`config.mk`:
```
export PLATFORM = sky130hd
export DESIGN_NAME = c_token_boundary_classifier
export DESIGN_NICKNAME = d
export VERILOG_FILES = /design/src/rtl/tbc_pkg.sv /design/src/rtl/tbc_classify.sv /design/src/rtl/c_token_boundary_classifier.sv
export SDC_FILE = /design/constraint.sdc
export NUM_CORES = 1
export LEC_CHECK = 0
export BUFFER_PORTS_ARGS = -buffer_cell sky130_fd_sc_hd__buf_4
export CAP_MARGIN = 20
export CORE_MARGIN = 1
export CORE_UTILIZATION = 60
export CTS_CLUSTER_DIAMETER = 150
export DETAILED_ROUTE_END_ITERATION = 12
export PLACE_DENSITY = 0.8
export SLEW_MARGIN = 20
export SYNTH_ARGS = -nofsm -noshare
export SYNTH_HDL_FRONTEND = slang
export SYNTH_SLANG_ARGS = --single-unit
```
`constraint.sdc`:
```
create_clock -name clk -period 3.4 [get_ports clk]
set_input_delay 0.17 -clock clk [delete_from_list [all_inputs] [get_ports clk]]
set_output_delay 0.17 -clock clk [all_outputs]
set_load 0.005 [all_outputs]
```
`src/rtl/tbc_pkg.sv`:
```
// ----------------------------------------------------------------------------
// tbc_pkg: shared types and character classes
// Scan modes, token kinds, tokenizer state and per-byte label record, plus
// the small character-class functions used by the classifier.
// ----------------------------------------------------------------------------
package tbc_pkg;

	localparam int unsigned ByteW = 8;
	localparam int unsigned KindW = 2;

	typedef enum logic [2:0] {
		MODE_IDLE   = 3'd0,
		MODE_IDENT  = 3'd1,
		MODE_INT    = 3'd2,
		MODE_STRING = 3'd3,
		MODE_OPER   = 3'd4
	} mode_t;

	typedef enum logic [KindW-1:0] {
		KIND_IDENT  = 2'd0,
		KIND_INT    = 2'd1,
		KIND_STRING = 2'd2,
		KIND_OPER   = 2'd3
	} kind_t;

	localparam logic [ByteW-1:0] ChNul   = 8'h00;
	localparam logic [ByteW-1:0] ChQuote = 8'h22;
	localparam logic [ByteW-1:0] ChUnder = 8'h5F;
	localparam logic [ByteW-1:0] ChEq    = 8'h3D;

	typedef struct packed {
		mode_t            mode;
		logic [ByteW-1:0] first_op;
		kind_t            kind;
	} scan_state_t;

	typedef struct packed {
		logic             is_skipped;
		logic             starts_token;
		kind_t            token_kind;
		logic             end_of_text;
	} label_t;

	localparam scan_state_t ScanReset = '{mode: MODE_IDLE, first_op: '0, kind: KIND_IDENT};

	function automatic logic is_space(input logic [ByteW-1:0] c);
		return (c == 8'h20) || ((c >= 8'h09) && (c <= 8'h0D));
	endfunction

	function automatic logic is_digit(input logic [ByteW-1:0] c);
		return (c >= 8'h30) && (c <= 8'h39);
	endfunction

	function automatic logic is_alpha(input logic [ByteW-1:0] c);
		return ((c >= 8'h41) && (c <= 8'h5A)) || ((c >= 8'h61) && (c <= 8'h7A));
	endfunction

	// + - * / % & | < > ! =
	function automatic logic in_op_set(input logic [ByteW-1:0] c);
		return (c == 8'h2B) || (c == 8'h2D) || (c == 8'h2A) || (c == 8'h2F) ||
		       (c == 8'h25) || (c == 8'h26) || (c == 8'h7C) || (c == 8'h3C) ||
		       (c == 8'h3E) || (c == 8'h21) || (c == 8'h3D);
	endfunction

	// + - & | may repeat themselves
	function automatic logic doubles(input logic [ByteW-1:0] c);
		return (c == 8'h2B) || (c == 8'h2D) || (c == 8'h26) || (c == 8'h7C);
	endfunction

endpackage

```
`src/rtl/tbc_classify.sv`:
```
// ----------------------------------------------------------------------------
// tbc_classify: per-byte token labeler
// Labels one byte against the current scan state and forms the next state.
// ----------------------------------------------------------------------------
module tbc_classify (
	input  logic [tbc_pkg::ByteW-1:0] c,
	input  tbc_pkg::scan_state_t      cur,
	output tbc_pkg::label_t           lbl,
	output tbc_pkg::scan_state_t      nxt
);

	logic cont;

	// can this byte extend the open token
	always_comb begin
		unique case (cur.mode)
			tbc_pkg::MODE_IDENT:  cont = tbc_pkg::is_alpha(c) || tbc_pkg::is_digit(c) ||
			                             (c == tbc_pkg::ChUnder);
			tbc_pkg::MODE_INT:    cont = tbc_pkg::is_digit(c);
			tbc_pkg::MODE_STRING: cont = 1'b1;
			tbc_pkg::MODE_OPER:   cont = (c == tbc_pkg::ChEq) ||
			                             (tbc_pkg::doubles(cur.first_op) && (c == cur.first_op));
			default:              cont = 1'b0;
		endcase
	end

	always_comb begin
		nxt = cur;
		lbl = '{is_skipped: 1'b0, starts_token: 1'b0, token_kind: tbc_pkg::KIND_IDENT,
		        end_of_text: 1'b0};
		if (c == tbc_pkg::ChNul) begin
			lbl.end_of_text = 1'b1;
			nxt = tbc_pkg::ScanReset;
		end else if (cont) begin
			lbl.token_kind = cur.kind;
			// close a string on its quote; an operator takes one extra byte only
			if ((cur.mode == tbc_pkg::MODE_STRING && c == tbc_pkg::ChQuote) ||
			    cur.mode == tbc_pkg::MODE_OPER) begin
				nxt.mode = tbc_pkg::MODE_IDLE;
			end
		end else begin
			nxt.mode = tbc_pkg::MODE_IDLE;
			if (tbc_pkg::is_space(c)) begin
				lbl.is_skipped = 1'b1;
			end else begin
				lbl.starts_token = 1'b1;
				if (c == tbc_pkg::ChQuote) begin
					nxt.kind = tbc_pkg::KIND_STRING;
					nxt.mode = tbc_pkg::MODE_STRING;
				end else if (tbc_pkg::is_digit(c)) begin
					nxt.kind = tbc_pkg::KIND_INT;
					nxt.mode = tbc_pkg::MODE_INT;
				end else if (tbc_pkg::is_alpha(c) || c == tbc_pkg::ChUnder) begin
					nxt.kind = tbc_pkg::KIND_IDENT;
					nxt.mode = tbc_pkg::MODE_IDENT;
				end else begin
					nxt.kind = tbc_pkg::KIND_OPER;
					if (tbc_pkg::in_op_set(c)) begin
						nxt.first_op = c;
						nxt.mode = tbc_pkg::MODE_OPER;
					end
				end
				lbl.token_kind = nxt.kind;
			end
		end
	end

endmodule

```
`src/rtl/c_token_boundary_classifier.sv`:
```
// ----------------------------------------------------------------------------
// c_token_boundary_classifier: byte-stream token boundary labeler
// Labels each source byte as skipped whitespace, token start, continuation or end of text.
// ----------------------------------------------------------------------------
// One byte beat in, one label beat out, at a sustained rate of one beat per
// cycle while out_ready holds high. A beat is held in the input register,
// classified against the scan-state register by a short decode, and lands in
// the result register, where out_valid rises; the label is taken at an edge
// with out_ready high. The scan state (mode, first operator byte, current
// kind) advances only when a byte moves into the result register, so stalls
// on either side never disturb the labeling. in_ready stays high while the
// input register is empty or moving, so a new byte is taken while a finished
// label waits for out_ready only if the input register is empty.
// token_kind is 0 for skipped bytes and for the NUL terminator; a NUL raises
// end_of_text and returns the scan state to its reset value, ending any
// unterminated string literal.
module c_token_boundary_classifier (
	input  logic       clk,
	input  logic       arst_n,
	input  logic       in_valid,
	output logic       in_ready,
	input  logic [7:0] text_byte,
	output logic       out_valid,
	input  logic       out_ready,
	output logic [7:0] byte_echo,
	output logic       is_skipped,
	output logic       starts_token,
	output logic [1:0] token_kind,
	output logic       end_of_text
);

	// input stage
	logic                        vld_s1;
	logic [tbc_pkg::ByteW-1:0]   byte_s1;
	// result stage
	logic                        vld_s2;
	logic [tbc_pkg::ByteW-1:0]   byte_s2;
	tbc_pkg::label_t             lbl_s2;
	// scan state
	tbc_pkg::scan_state_t        state_q;

	tbc_pkg::label_t             lbl_d;
	tbc_pkg::scan_state_t        state_d;
	logic                        adv_s2;
	logic                        move_s1;

	// advance the result register when it is empty or being drained
	assign adv_s2   = !vld_s2 || out_ready;
	assign in_ready = !vld_s1 || adv_s2;
	assign move_s1  = vld_s1 && adv_s2;

	tbc_classify u_classify (
		.c   (byte_s1),
		.cur (state_q),
		.lbl (lbl_d),
		.nxt (state_d)
	);

	// control
	always_ff @(posedge clk or negedge arst_n) begin
		if (!arst_n) begin
			vld_s1  <= 1'b0;
			vld_s2  <= 1'b0;
			state_q <= tbc_pkg::ScanReset;
		end else begin
			if (in_ready) begin
				vld_s1 <= in_valid;
			end
			if (adv_s2) begin
				vld_s2 <= vld_s1;
			end
			// commit state only as the byte leaves for the result register
			if (move_s1) begin
				state_q <= state_d;
			end
		end
	end

	// payload: hold while stalled
	always_ff @(posedge clk) begin
		if (in_ready && in_valid) begin
			byte_s1 <= text_byte;
		end
		if (move_s1) begin
			byte_s2 <= byte_s1;
			lbl_s2  <= lbl_d;
		end
	end

	assign out_valid    = vld_s2;
	assign byte_echo    = byte_s2;
	assign is_skipped   = lbl_s2.is_skipped;
	assign starts_token = lbl_s2.starts_token;
	assign token_kind   = lbl_s2.token_kind;
	assign end_of_text  = lbl_s2.end_of_text;

endmodule

```
==> impl_metrics.ini <==
[grt]
grt_use_total = 0.2701
grt_use_met1 = 0.3127
gr-total-overflow = 0
grt_busiest_layer = met2
grt_pass1_wl_mm = 6.548
use_met2 = 0.4568
grt_pass1_vias = 1438
met3_usage = 0.08163
grt_max_degree = 19
antenna_found_initial = 0

[timing]
finalCritPeriodShare = 0.7874
setup-tns-final_ns = 0
min_period_ns = 2.677
hold_ws_ns = 0.04029
tightest_slew_ns = 0.7626
skew_ns = 0.009438
final-setup-viol-count = 0
max_slew_margin = 0.4850
max_freq_mhz = 373.5
drv_slew = 0
rsz0062_at_grt = no
hold_viol_final = 0

[outcome]
outcome = finished with violations
violations = design-rule violations

[drt]
wire_per_inst_um = 17.45
vias_per_cell = 6.180
drtIter0Drc = 92
routed_wl_mm = 4.170
final_antenna_net_count = 0
drc = 2
firstDrtPassIters = 11
vias = 1477

[synthesis]
ys_ff_latch = 36
syn_area_um2 = 1841
yosysWarnings = 0
synth_edf_count = 21
synth_async_sr_flop_share = 0.4167
yosys_most_used_dff = edfxtp_1
yosysUniqueCellTypes = 43
ys_seq_area_frac = 0.5466
synth_area_leaders = edfxtp_1, dfrtp_1, nand2_1
yosys.area.top_type = edfxtp_1
syn_nets = 184
synth.avg_cell_area_um2 = 10.70
syn_inst = 172
synth_top_area_share = 0.3426

[cts]
cts.sinks = 36
clk_pin_slew_ns = 0.10
htreeDepth = 2
cts_inserted_buffers = 5
post_cts.resized_instances = 0
clock_latency_ns = 0.34
root_buffer = clkbuf_4
clockBufferDepth = 2
cts_tree = built

[placed_design]
port_buffers = 26
gp_congestion = 0.9130
dpl.hpwl_mm = 2.922

[floorplanning]
rows = 19
fp.coreArea_um2 = 2829
die_width_um = 57.39
die_h_um = 57.39
io_pins = 27
start_util = 0.6506
die_area_um2 = 3293

[cells_and_area]
synthToLayoutAreaGrowth_pct = 18.49
finalNetCount = 219
fillCellCount = 192
n_antenna_cell = 0
layout-drive-gt1-share = 0.1731

[flow_run]
cap_violations = 0

[power_and_ir_drop]
power.density_nw_per_um2 = 431.9
peakVddDrop_mv = 0.3154
power_leakage_nw = 0.8863

[setup_path]
crit_type = reg -> reg
r2r-end = state_q[5]$_DFFE_PN0P_
arrival_ns = 2.94
crit-reg2reg-launch = byte_s1[1]$_DFFE_PP_
start_kind = flip-flop
crit_fanout = 18
crit_path_end_kind = flip-flop
rrSetupSlack_ns = 0.72
crit_start = byte_s1[1]$_DFFE_PP_
cp_data_required_time_ns = 3.66
reg2regPathDepth = 6
crit_path_end = state_q[5]$_DFFE_PN0P_

[hold_path]
hold_class = in -> reg
[per-layer routing]
metal  vias to the layer above  wire, um
met5                         -         0
met4                         0       141
met3                        20       339
met2                        88      2055
met1                       671      1635
li1                        698         -
[cell usage after synthesis, types with 2 or more instances]
| cell | n |
|---|---|
| nor3_1 | 4 |
| o21ai_0 | 5 |
| a31oi_1 | 4 |
| nor2_1 | 12 |
| mux2i_1 | 5 |
| nand4_1 | 2 |
| a21o_1 | 3 |
| buf_2 | 6 |
| inv_1 | 11 |
| nand2b_1 | 5 |
| o41ai_1 | 2 |
| nand3_1 | 4 |
| o2bb2ai_1 | 2 |
| edfxtp_1 | 21 |
| nand3b_1 | 4 |
| a21oi_1 | 5 |
| nor4b_1 | 2 |
| dfrtp_1 | 15 |
| a22o_1 | 2 |
| o21ai_1 | 2 |
| and4b_1 | 2 |
| a221oi_1 | 2 |
| nor4_1 | 4 |
| nand2_1 | 19 |
| xor2_1 | 6 |
| or3_1 | 3 |
| and2_1 | 4 |
[cell usage in the layout (no fill, tap or decap), types with 2 or more instances in the layout]
cell	netlist	final
buf_4	0	26
edfxtp_1	21	21
nand2_1	19	19
dfrtp_1	15	15
nor2_1	12	12
inv_1	11	11
dlygate4sd3_1	0	9
xor2_1	6	6
nand2b_1	5	5
a21oi_1	5	5
o21ai_0	5	5
mux2i_1	5	5
clkbuf_4	0	5
nor3_1	4	4
nand3b_1	4	4
and2_1	4	4
nor4_1	4	4
a31oi_1	4	4
nand3_1	4	4
a21o_1	3	3
or3_1	3	3
nand4_1	2	2
nor4b_1	2	2
and4b_1	2	2
a221oi_1	2	2
o41ai_1	2	2
o21ai_1	2	2
o2bb2ai_1	2	2
a22o_1	2	2
clkbuf_1	1	2
[final cells by class]
type                            count  area, um2  area share
Tap cell                           31      38.79     0.01779
Timing Repair Buffer               35      285.3      0.1308
Clock inverter                      1      5.005    0.002295
Inverter                           12      45.04     0.02065
Multi-Input combinational cell    117      755.7      0.3465
Sequential cell                    36       1006      0.4613
Clock buffer                        7      45.04     0.02065
[per-stage QoR]
stage / cells / utilization / setup WS, ns / power [mW] / cell area [um2]
after floorplan: 172 / - / 1.220 / 0.6599 / 1841
after global placement: 222 / 0.7214 / 0.9393 / 0.7167 / 2041
after detailed placement: 222 / 0.7214 / 0.7683 / 0.7259 / 2041
after CTS: 238 / 0.7674 / 0.7514 / 0.9424 / 2171
after global routing: 239 / 0.7709 / 0.5941 / 0.9841 / 2181
final: 239 / 0.7709 / 0.7227 / 0.9418 / 2181
[worst min-delay path by stage]
stage	startpoint	endpoint	slack, ns	depth (start not counted)
final	in_valid	vld_s1$_DFFE_PN0N_	0.04	2
after global routing	in_valid	vld_s1$_DFFE_PN0N_	0.04	2
after CTS	text_byte[5]	byte_s1[5]$_DFFE_PP_	0.001	1
after global placement	arst_n	vld_s1$_DFFE_PN0N_	0.04	1
after detailed placement	arst_n	state_q[10]$_DFFE_PN0P_	0.04	1
after floorplan	arst_n	out_valid$_DFFE_PN0P_	-0.13	0
[cells by family after synthesis]
kind of cell	count (synthesis)	share of synthesized area
simple gates	69	0.2019
compound gates	37	0.1530
flops	36	0.5466
buf+inv	19	0.04282
xor+xnor	6	0.02855
mux	5	0.02719
[report_power, final]
part | total (mW) | switching (mW) | internal (mW)
Clock | 0.214 | 0.133 | 0.0805
Sequential | 0.569 | 0.0551 | 0.514
Combinational | 0.159 | 0.0787 | 0.0799
Total | 0.942 | 0.267 | 0.675
[registers in the layout (all words and copies together), names as in the netlist]
name and cells:
state_q 13, byte_echo 8, byte_s1 8, token_kind 2, end_of_text 1, is_skipped 1
out_valid 1, starts_token 1, vld_s1 1
[critical path: stages (launching register included)]
cell      delay [ns]
edfxtp_1        0.65
and4b_1         0.32
o311a_1         0.35
a41oi_2         0.24
o31ai_2         0.20
a211oi_4        0.57
mux2i_1         0.27
[what timing repair did]
action | CTS | global route
setup endpoints to repair | 0 | 0
hold buffers | 8 | 1
endpoints found under the hold margin | 22 | 1
setup buffers | 0 | 0
Power figures use the tool's default switching activity.
